## config.mk

```make
export PLATFORM = sky130hd
export DESIGN_NAME = file_header_crc_checker_core
export DESIGN_NICKNAME = d
export VERILOG_FILES = /design/src/rtl/fchc_pkg.sv /design/src/rtl/file_header_crc_checker_core.sv /design/src/rtl/fchc_crc_unit.sv /design/src/rtl/fchc_hdr_track.sv
export VERILOG_INCLUDE_DIRS = /design/src /design/src/rtl
export SDC_FILE = /design/constraint.sdc
export NUM_CORES = 1
export LEC_CHECK = 0
export BUFFER_PORTS_ARGS = -buffer_cell sky130_fd_sc_hd__buf_2
export CAP_MARGIN = 10
export CORE_MARGIN = 2
export CORE_UTILIZATION = 60
export CTS_BUF_LIST = sky130_fd_sc_hd__clkbuf_8 sky130_fd_sc_hd__clkbuf_16
export DETAILED_ROUTE_END_ITERATION = 8
export PLACE_DENSITY = 0.85
export SLEW_MARGIN = 20
export SYNTH_ARGS = -nofsm -noshare
export SYNTH_HDL_FRONTEND = slang
export SYNTH_SLANG_ARGS = --single-unit
```

## constraint.sdc

```tcl
create_clock -name clock -period 33.9 [get_ports clock]
set_input_delay 5.085 -clock clock [delete_from_list [all_inputs] [get_ports clock]]
set_output_delay 5.085 -clock clock [all_outputs]
set_load 0.02 [all_outputs]
```

## src/rtl/file_header_crc_checker_core_defines.svh

```systemverilog
// assertion macros for the header checker rtl
`ifndef FILE_HEADER_CRC_CHECKER_CORE_DEFINES_SVH
`define FILE_HEADER_CRC_CHECKER_CORE_DEFINES_SVH

`ifndef SYNTH

// checked property, off while reset is high
`define FHC_ASSERT(label, prop, msg) \
   label: assert property (@(posedge clock) disable iff (reset) prop) else $error(msg);

// checked property, also during reset
`define FHC_ASSERT_ALWAYS(label, prop, msg) \
   label: assert property (@(posedge clock) prop) else $error(msg);

`else

`define FHC_ASSERT(label, prop, msg)

`define FHC_ASSERT_ALWAYS(label, prop, msg)

`endif

`endif

```

## src/rtl/fchc_pkg.sv

```systemverilog
// types, constants and the nibble crc table of the header checker
`timescale 1ns / 1ps

package fchc_pkg;

   localparam int IDX_W = 4;

   localparam logic [IDX_W-1:0] HDR_CRC_LO = 4'd12;
   localparam logic [IDX_W-1:0] HDR_LAST   = 4'd13;
   localparam logic [IDX_W-1:0] HDR_DONE   = 4'd14;
   localparam int               HDR_STORED = 13;

   localparam logic [15:0] NIB_TABLE [16] = '{
      16'h0000, 16'hCC01, 16'hD801, 16'h1400, 16'hF001, 16'h3C00, 16'h2800, 16'hE401,
      16'hA001, 16'h6C00, 16'h7800, 16'hB401, 16'h5000, 16'h9C01, 16'h8801, 16'h4400
   };

   typedef struct packed {
      logic [7:0] byte_value;
      logic       frame_start;
   } req_type;

   typedef struct packed {
      logic [7:0]  header_length;
      logic [7:0]  protocol_ver;
      logic [15:0] profile_ver;
      logic [31:0] payload_size;
      logic [31:0] type_tag;
      logic [15:0] stored_crc;
      logic [15:0] computed_crc;
      logic        crc_match;
   } rsp_type;

   typedef struct packed {
      logic             hit;
      logic [IDX_W-1:0] byte_index;
   } trk_stat_type;

   // one reflected crc-16 step over four bits
   function automatic logic [15:0] nib_step(input logic [15:0] crc, input logic [3:0] nib);
      logic [15:0] shifted;
      shifted  = {4'h0, crc[15:4]};
      nib_step = shifted ^ NIB_TABLE[crc[3:0]] ^ NIB_TABLE[nib];
   endfunction

endpackage

```

## src/rtl/file_header_crc_checker_core.sv

```systemverilog
// top level of the file header crc checker
`timescale 1ns / 1ps

// Header checker for a 14-byte fitness-file header. Bytes enter one per
// transfer on req_; frame_start marks header byte 0 and restarts the byte
// count and the crc (after reset the first byte is byte 0 even without it).
// Bytes 0 to 11 feed a CRC-16/ARC (reflected 0xA001, init 0) built as two
// 16-entry nibble table steps per byte. When byte 13 is taken one rsp_
// transfer carries the decoded fields, the stored and computed crc and a
// match flag; bytes after byte 13 and before a new start give nothing.
// Rate: one byte per clock sustained. A byte is registered on input and goes
// through the crc and capture logic once the result register is free or
// drains; byte 13 lands in the result register when it is processed, which
// raises rsp_valid. Only a held result (rsp_ready low) stalls the input.

`include "file_header_crc_checker_core_defines.svh"

module file_header_crc_checker_core import fchc_pkg::*; (
   input  logic    clock,
   input  logic    reset,
   input  logic    req_valid,
   output logic    req_ready,
   input  req_type req_data,
   output logic    rsp_valid,
   input  logic    rsp_ready,
   output rsp_type rsp_data
);

   logic         in_valid_ff;
   logic         in_valid_in;
   req_type      in_data_ff;
   logic         rsp_valid_ff;
   logic         rsp_valid_in;
   rsp_type      rsp_data_ff;
   logic         advance;
   logic         proc_en;
   logic         req_fire;
   logic         hit_taken;
   rsp_type      trk_result;
   trk_stat_type trk_status;

   // the held byte moves on whenever the result register is free or drains
   assign advance   = !rsp_valid_ff || rsp_ready;
   assign proc_en   = in_valid_ff && advance;
   assign req_ready = !in_valid_ff || advance;
   assign req_fire  = req_valid && req_ready;
   assign hit_taken = proc_en && trk_status.hit;

   assign in_valid_in  = req_fire || (in_valid_ff && !advance);
   assign rsp_valid_in = advance ? hit_taken : rsp_valid_ff;

   // input register
   always_ff @(posedge clock) begin
      if (reset) begin
         in_valid_ff <= 1'b0;
      end else begin
         in_valid_ff <= in_valid_in;
      end
   end

   always_ff @(posedge clock) begin
      if (req_fire) begin
         in_data_ff <= req_data;
      end
   end

   // header position, crc and field capture
   fchc_hdr_track u_track (
      .clock   (clock),
      .reset   (reset),
      .proc_en (proc_en),
      .item    (in_data_ff),
      .result  (trk_result),
      .status  (trk_status)
   );

   // result register
   always_ff @(posedge clock) begin
      if (reset) begin
         rsp_valid_ff <= 1'b0;
      end else begin
         rsp_valid_ff <= rsp_valid_in;
      end
   end

   always_ff @(posedge clock) begin
      if (hit_taken) begin
         rsp_data_ff <= trk_result;
      end
   end

   assign rsp_valid = rsp_valid_ff;
   assign rsp_data  = rsp_data_ff;

   // a new result only comes from a byte 13 that was just processed
   `FHC_ASSERT(a_rsp_from_hit, $rose(rsp_valid_ff) |-> $past(hit_taken), "result without header end")

   // a processed final byte always lands in the result register
   `FHC_ASSERT(a_hit_lands, hit_taken |=> rsp_valid_ff, "header end lost")

   // input stalls only behind a full, held result
   `FHC_ASSERT(a_stall_cause, !req_ready |-> (rsp_valid_ff && !rsp_ready), "spurious input stall")

   // byte position never reaches the unused code fifteen
   `FHC_ASSERT_ALWAYS(a_idx_range, (reset || trk_status.byte_index != 4'd15), "index out of range")

endmodule

```

## src/rtl/fchc_crc_unit.sv

```systemverilog
// crc-16 update over one byte as two nibble table steps, low nibble first
`timescale 1ns / 1ps

module fchc_crc_unit import fchc_pkg::*; (
   input  logic [15:0] crc_in,
   input  logic [7:0]  data_in,
   output logic [15:0] crc_out
);

   logic [15:0] crc_mid;

   assign crc_mid = nib_step(crc_in, data_in[3:0]);
   assign crc_out = nib_step(crc_mid, data_in[7:4]);

endmodule

```

## src/rtl/fchc_hdr_track.sv

```systemverilog
// header byte position, running crc and captured header bytes
`timescale 1ns / 1ps

module fchc_hdr_track import fchc_pkg::*; (
   input  logic         clock,
   input  logic         reset,
   input  logic         proc_en,
   input  req_type      item,
   output rsp_type      result,
   output trk_stat_type status
);

   logic [IDX_W-1:0] idx_ff;
   logic [IDX_W-1:0] idx_in;
   logic [IDX_W-1:0] idx_eff;
   logic [15:0]      crc_ff;
   logic [15:0]      crc_base;
   logic [15:0]      crc_in;
   logic [7:0]       bytes_ff [HDR_STORED];
   logic             active;
   logic [15:0]      stored;

   // a start flag forces position zero
   assign idx_eff  = item.frame_start ? '0 : idx_ff;
   assign active   = (idx_eff < HDR_DONE);
   assign crc_base = (idx_eff == '0) ? 16'h0000 : crc_ff;
   assign idx_in   = (idx_eff == HDR_LAST) ? HDR_DONE : idx_eff + 4'd1;

   fchc_crc_unit u_crc (
      .crc_in  (crc_base),
      .data_in (item.byte_value),
      .crc_out (crc_in)
   );

   always_ff @(posedge clock) begin
      if (reset) begin
         idx_ff <= '0;
         crc_ff <= '0;
      end else if (proc_en && active) begin
         idx_ff <= idx_in;
         if (idx_eff < HDR_CRC_LO) begin
            crc_ff <= crc_in;
         end
      end
   end

   always_ff @(posedge clock) begin
      for (int i = 0; i < HDR_STORED; i++) begin
         if (proc_en && (idx_eff == IDX_W'(i))) begin
            bytes_ff[i] <= item.byte_value;
         end
      end
   end

   assign stored = {item.byte_value, bytes_ff[12]};

   always_comb begin
      result.header_length = bytes_ff[0];
      result.protocol_ver  = bytes_ff[1];
      result.profile_ver   = {bytes_ff[3], bytes_ff[2]};
      result.payload_size  = {bytes_ff[7], bytes_ff[6], bytes_ff[5], bytes_ff[4]};
      result.type_tag      = {bytes_ff[11], bytes_ff[10], bytes_ff[9], bytes_ff[8]};
      result.stored_crc    = stored;
      result.computed_crc  = crc_ff;
      result.crc_match     = (stored == crc_ff);
   end

   assign status.hit        = active && (idx_eff == HDR_LAST);
   assign status.byte_index = idx_ff;

endmodule
```

==> results of run 1 <==
-- registers in the layout, indices dropped and copies added, names as in the netlist --
name and cells:
rsp_data 129, u_track.bytes_ff 104, u_track.crc_ff 16, in_data_ff 9, u_track.idx_ff 4, in_valid_ff 1
rsp_valid 1
-- power by group --
group          switching, mW  total [mW]  internal (mW)
clock network          0.108       0.248          0.140
logic                0.00679      0.0142        0.00737
registers            0.00596       0.361          0.356
-- worst paths after layout --
check                           from           end  cells past startpoint
max                        rsp_ready     req_ready                      3
min          u_track.bytes_ff[11][3]  rsp_data[60]                      0
max reg2reg            in_data_ff[0]  rsp_data[76]                      6
min reg2reg  u_track.bytes_ff[11][3]  rsp_data[60]                      0
-- final cells by class --
| class | count | share of cell area |
|---|---|---|
| clock inverter | 17 | 0.00936 |
| tap | 184 | 0.0218 |
| timing repair buffer | 145 | 0.0695 |
| clock buffer | 25 | 0.0592 |
| inverter | 7 | 0.00249 |
| sequential | 264 | 0.730 |
| multi-input combinational | 163 | 0.108 |
-- layout by cell type (no fill, tap or decap), types with 2 or more instances in the layout --
master and count:
a211oi_1 4, a21oi_1 18, a22oi_1 5, and2_1 4, and3_1 2, buf_2 143
clkbuf_16 25, clkinv_1 6, clkinv_2 7, dfxtp_1 22, edfxtp_1 242, ha_1 4
inv_1 10, nand2_1 22, nand2b_1 2, nand3_1 3, nand3b_1 2, nand4_1 4
nor2_1 25, nor2b_1 2, o21ai_0 4, o21ai_1 2, xnor2_1 35, xnor3_1 4
xor2_1 7
-- metrics by stage --
stage | setup slack (ns) | util | hold WS (ns)
after CTS | 23.25 | 0.727 | 0.413
after floorplan | 15.48 | - | 0.400
final | 23.26 | 0.727 | 0.417
after global routing | 23.23 | 0.727 | 0.421
after detailed placement | 23.26 | 0.677 | 0.405
after global placement | 23.29 | 0.677 | 0.402
-- layer usage --
metal / routed length [microns] / vias up / global-route usage
met5: 0 / - / 0
met4: 360 / 0 / 0.0640
li1: - / 1991 / -
met3: 1180 / 26 / 0.0399
met2: 8160 / 192 / 0.342
met1: 6630 / 2110 / 0.288
-- logic make-up (layout without fill, tap and decap cells) --
kind of cell	after synthesis	count (layout)
AO/OA/AOI/OAI	40	40
XOR/XNOR	47	47
adder cells (fa/ha/maj)	4	4
buffers and inverters	20	194
flip-flops	264	264
multiplexers	1	1
AND/OR/NAND/NOR	71	71
==> flow_summary.json, run 1 <==
{
  "finalHoldViolCount": 0,
  "synthMuxAreaShare": 0.00154,
  "synthTopCellsByArea": "edfxtp_1 81%, dfxtp_1 4.9%, xnor2_1 3.4%",
  "synth-simple-area-share": 0.0366,
  "worstMarginPinSlew_ns": 0.941,
  "core-area_sq_um": 14500,
  "start_util": 0.615,
  "hold_path.class": "reg -> reg",
  "cts.sinks": 264,
  "antenna_found_initial": 0,
  "numCtsBuffers": 24,
  "synthDistinctLibCells": 40,
  "drv_cap": 0,
  "grt_pass1_vias": 4302,
  "syn_inst": 447,
  "synthAdderAreaFrac": 0.00560,
  "yosys_warnings": 0,
  "maxSlewViolCount": 0,
  "overflow": 0,
  "powerDensity_nw_per_um2": 59.0,
  "wl_microns": 16300,
  "status": "finished clean",
  "crit_buf_inv": 2,
  "die_h_microns": 126,
  "synth_top_cell_by_area": "edfxtp_1",
  "vias": 4319,
  "drtAntennaViolNets": 0,
  "dp.cells": 763,
  "track_usage": 0.208,
  "design.die.area_sq_um": 15900,
  "worst_slew_margin_rel": 0.373,
  "vias_per_cell": 5.37,
  "synth_nets": 464,
  "multi_input_area_sq_um": 1140,
  "cts.clk_slew.worst_paths_ns": 0.06,
  "avgSynthCellArea_sq_um": 20.0,
  "globalplace.congestion": 0.836,
  "clkLatencyLatePin_ns": 0.50,
  "dpl-instance-area_sq_um": 9840,
  "netlist_area_sq_um": 8940,
  "fin_setup_tns_ns": 0,
  "htree_num_levels": 1,
  "synth_edf_count": 242,
  "grt_pass1_wl_microns": 25100,
  "drtIter0Drc": 446,
  "synth_compound_area_frac": 0.0294,
  "diodes": 0,
  "synth_xor_area_frac": 0.0539,
  "area_growth_pct": 18.1,
  "cp-end-kind": "output port",
  "async_reset_ff_frac": 0,
  "place_hpwl_microns": 10100,
  "critPathLaunchType": "primary input",
  "ctsResizeCount": 0,
  "fin_crit_sh": 0.314,
  "grt_max_degree": 89,
  "synth_common_cells": "242 x edfxtp_1, 35 x xnor2_1, 25 x nor2_1",
  "crit_required_ns": 28.81,
  "nFillCells": 843,
  "fp.dieW_microns": 126,
  "fin_cells": 805,
  "numPortBuffers": 143,
  "fmax_ghz": 0.0939,
  "drt_pass1_iterations": 4,
  "drc": 0,
  "num_io_pins": 144,
  "period_needed_ns": 10.64,
  "cpMostUsedCell": "buf_2",
  "yosysTopAreaCellShare": 0.812,
  "drive_gt1_frac": 0.298,
  "seq_area_sq_um": 7710,
  "p_leak_nw": 3.73,
  "setup_viol": 0,
  "cpPeakStageDelay_ns": 0.19,
  "yosysMostFrequentCell": "edfxtp_1",
  "rsz0062_at_grt": "no",
  "rrSetupSlack_ns": 30.42,
  "path_cells": "buf_2 -> nand3b_1 -> buf_2",
  "critPathArrivalTime_ns": 5.56,
  "synth_top_family_by_area": "XOR/XNOR gates",
  "synth-seq-area-share": 0.862,
  "cpLargestDelayFamily": "buffers and inverters",
  "crit_slowest_cell": "nand3b_1",
  "stdcell_area_sq_um": 10600,
  "cts-root-buf": "clkbuf_16",
  "postCtsHoldBufs": 0,
  "routedWlPerCell_microns": 20.3,
  "nets": 622,
  "tritoncts": "done",
  "post-cts-setup-buffer-count": 0,
  "ys_seq_elements": 264,
  "cp_max_fo": 3,
  "cts.path.max_buffers": 3,
  "criticalPathCategory": "in -> out",
  "synthFlopType": "edfxtp_1",
  "p_total_mw": 0.624,
  "skew_ns": 0.00554,
  "ir_drop_mv": 0.0412,
  "rows": 44
}
No activity file was read; power rests on OpenSTA's default activity.
==> run 2, diff against run 1 <==
- CORE_UTILIZATION: 60 -> 55
- PLACE_DENSITY: 0.85 -> 0.79
- clock period: 33.9 -> 10.7 ns (I/O delays scaled with it)
==> run 2 against run 1 <==
Against the previous run: sequential power rose to 3.2 times the previous value; wire length is 2.5% higher; design area increased by 0.31%; first-iteration DRC count shrank 18%; critical path depth unchanged; non-clock buffer count is the same; clock power grew to 3.1 times the previous value; clock skew up 0.0061 ns; combinational power rose to 3.2 times the previous value; power rose to 3.1 times the previous value; worst hold slack lost 0.0021 ns; largest cell class unchanged.
==> flow_summary.json, run 2 (same netlist as run 1, synthesis figures left out) <==
{
  "numCtsBuffers": 25,
  "num_io_pins": 144,
  "largest_reg_flops": 129,
  "rr_startpoint": "in_data_ff[0]",
  "globalplace.congestion": 0.811,
  "critPathArrivalTime_ns": 2.07,
  "crit_required_ns": 9.10,
  "worstHoldStart": "u_track.bytes_ff[6][5]",
  "area_growth_pct": 18.5,
  "cp-end-kind": "output port",
  "final_cell_mix": "242 x edfxtp_1, 143 x buf_2, 35 x xnor2_1, 25 x nor2_1, 25 x clkbuf_16",
  "drc": 0,
  "numPortBuffers": 143,
  "ctsResizeCount": 0,
  "post-cts-setup-buffer-count": 0,
  "finalWorstSetupSlack_ns": 7.03,
  "wl_microns": 16700,
  "dp_slack_ns": 6.96,
  "cts-root-buf": "clkbuf_16",
  "drv_cap": 0,
  "routedWlPerCell_microns": 20.0,
  "tritoncts": "done",
  "antenna_found_initial": 0,
  "clkLatencyLatePin_ns": 0.52,
  "cts.path.max_buffers": 3,
  "worst_slew_margin_rel": 0.294,
  "hold_path.class": "reg -> reg",
  "cts.sinks": 264,
  "critPathLaunchType": "primary input",
  "drive_gt1_frac": 0.294,
  "overflow": 0,
  "vias_per_cell": 5.28,
  "grt_max_degree": 85,
  "period_needed_ns": 3.67,
  "whs_ns": 0.415,
  "drtAntennaViolNets": 0,
  "drt_pass1_iterations": 5,
  "cts.clk_slew.worst_paths_ns": 0.06,
  "diodes": 0,
  "place_hpwl_microns": 10400,
  "fin_crit_sh": 0.343,
  "worstMarginPinSlew_ns": 1.06,
  "ir_drop_mv": 0.108,
  "fp.dieW_microns": 132,
  "final_common_cell": "edfxtp_1",
  "fin_setup_tns_ns": 0,
  "drtIter0Drc": 366,
  "die_h_microns": 132,
  "track_usage": 0.194,
  "skew_ns": 0.0117,
  "powerDensity_nw_per_um2": 185,
  "fmax_ghz": 0.272,
  "criticalPathCategory": "in -> out",
  "maxSlewViolCount": 0,
  "p_leak_nw": 3.71,
  "status": "finished clean",
  "finalHoldViolCount": 0,
  "grt_pass1_wl_microns": 25400,
  "crit_start": "rsp_ready",
  "design.die.area_sq_um": 17300,
  "setup_viol": 0,
  "start_util": 0.563,
  "rows": 46,
  "core-area_sq_um": 15900,
  "postCtsHoldBufs": 0,
  "rsz0062_at_grt": "no",
  "htree_num_levels": 1,
  "vias": 4411,
  "nets": 623,
  "grt_pass1_vias": 4360,
  "cp_max_fo": 3
}
==> run 2: through the flow <==
stage           util  power, mW  instance area (sq um)  std cells
2_1_floorplan      -       1.20                   8950        447
5_1_grt        0.667       2.02                  10600        836
4_1_cts        0.667       1.97                  10600        836
3_5_place_dp   0.622       1.21                   9890        795
6_report       0.667       1.96                  10600        836
3_3_place_gp   0.622       1.21                   9890        795
==> run 2: where the power goes <==
group          leakage (nW)  internal [mW]  switching [mW]
Sequential             2.37           1.13          0.0193
Combinational         0.976         0.0234          0.0220
Clock                 0.363          0.424           0.346
==> run 2: critical path: stages <==
cell and delay (ns):
buf_2 0.10, nand3b_1 0.18, buf_2 0.18
==> run 2: worst paths after layout <==
| check | endpoint | cells past startpoint | slack, ns |
|---|---|---|---|
| min reg2reg | rsp_data[86] | 0 | 0.41 |
| min | rsp_data[86] | 0 | 0.41 |
| max | req_ready | 3 | 7.03 |
| max reg2reg | rsp_data[121] | 5 | 7.73 |
==> run 2: per-layer routing <==
metal / GRT usage / share of wire / up-vias
li1: - / - / 1994
met1: 0.274 / 0.42 / 2195
met2: 0.318 / 0.50 / 198
met3: 0.0285 / 0.062 / 24
met4: 0.0592 / 0.019 / 0
met5: 0 / 0 / -
==> run 2: layout make-up <==
type                       count  area (sq um)
sequential                   264          7710
fill                        1049          5290
multi-input combinational    163          1150
timing repair buffer         145           731
clock buffer                  25           626
tap                          216           270
clock inverter                16          86.3
inverter                       7          26.3
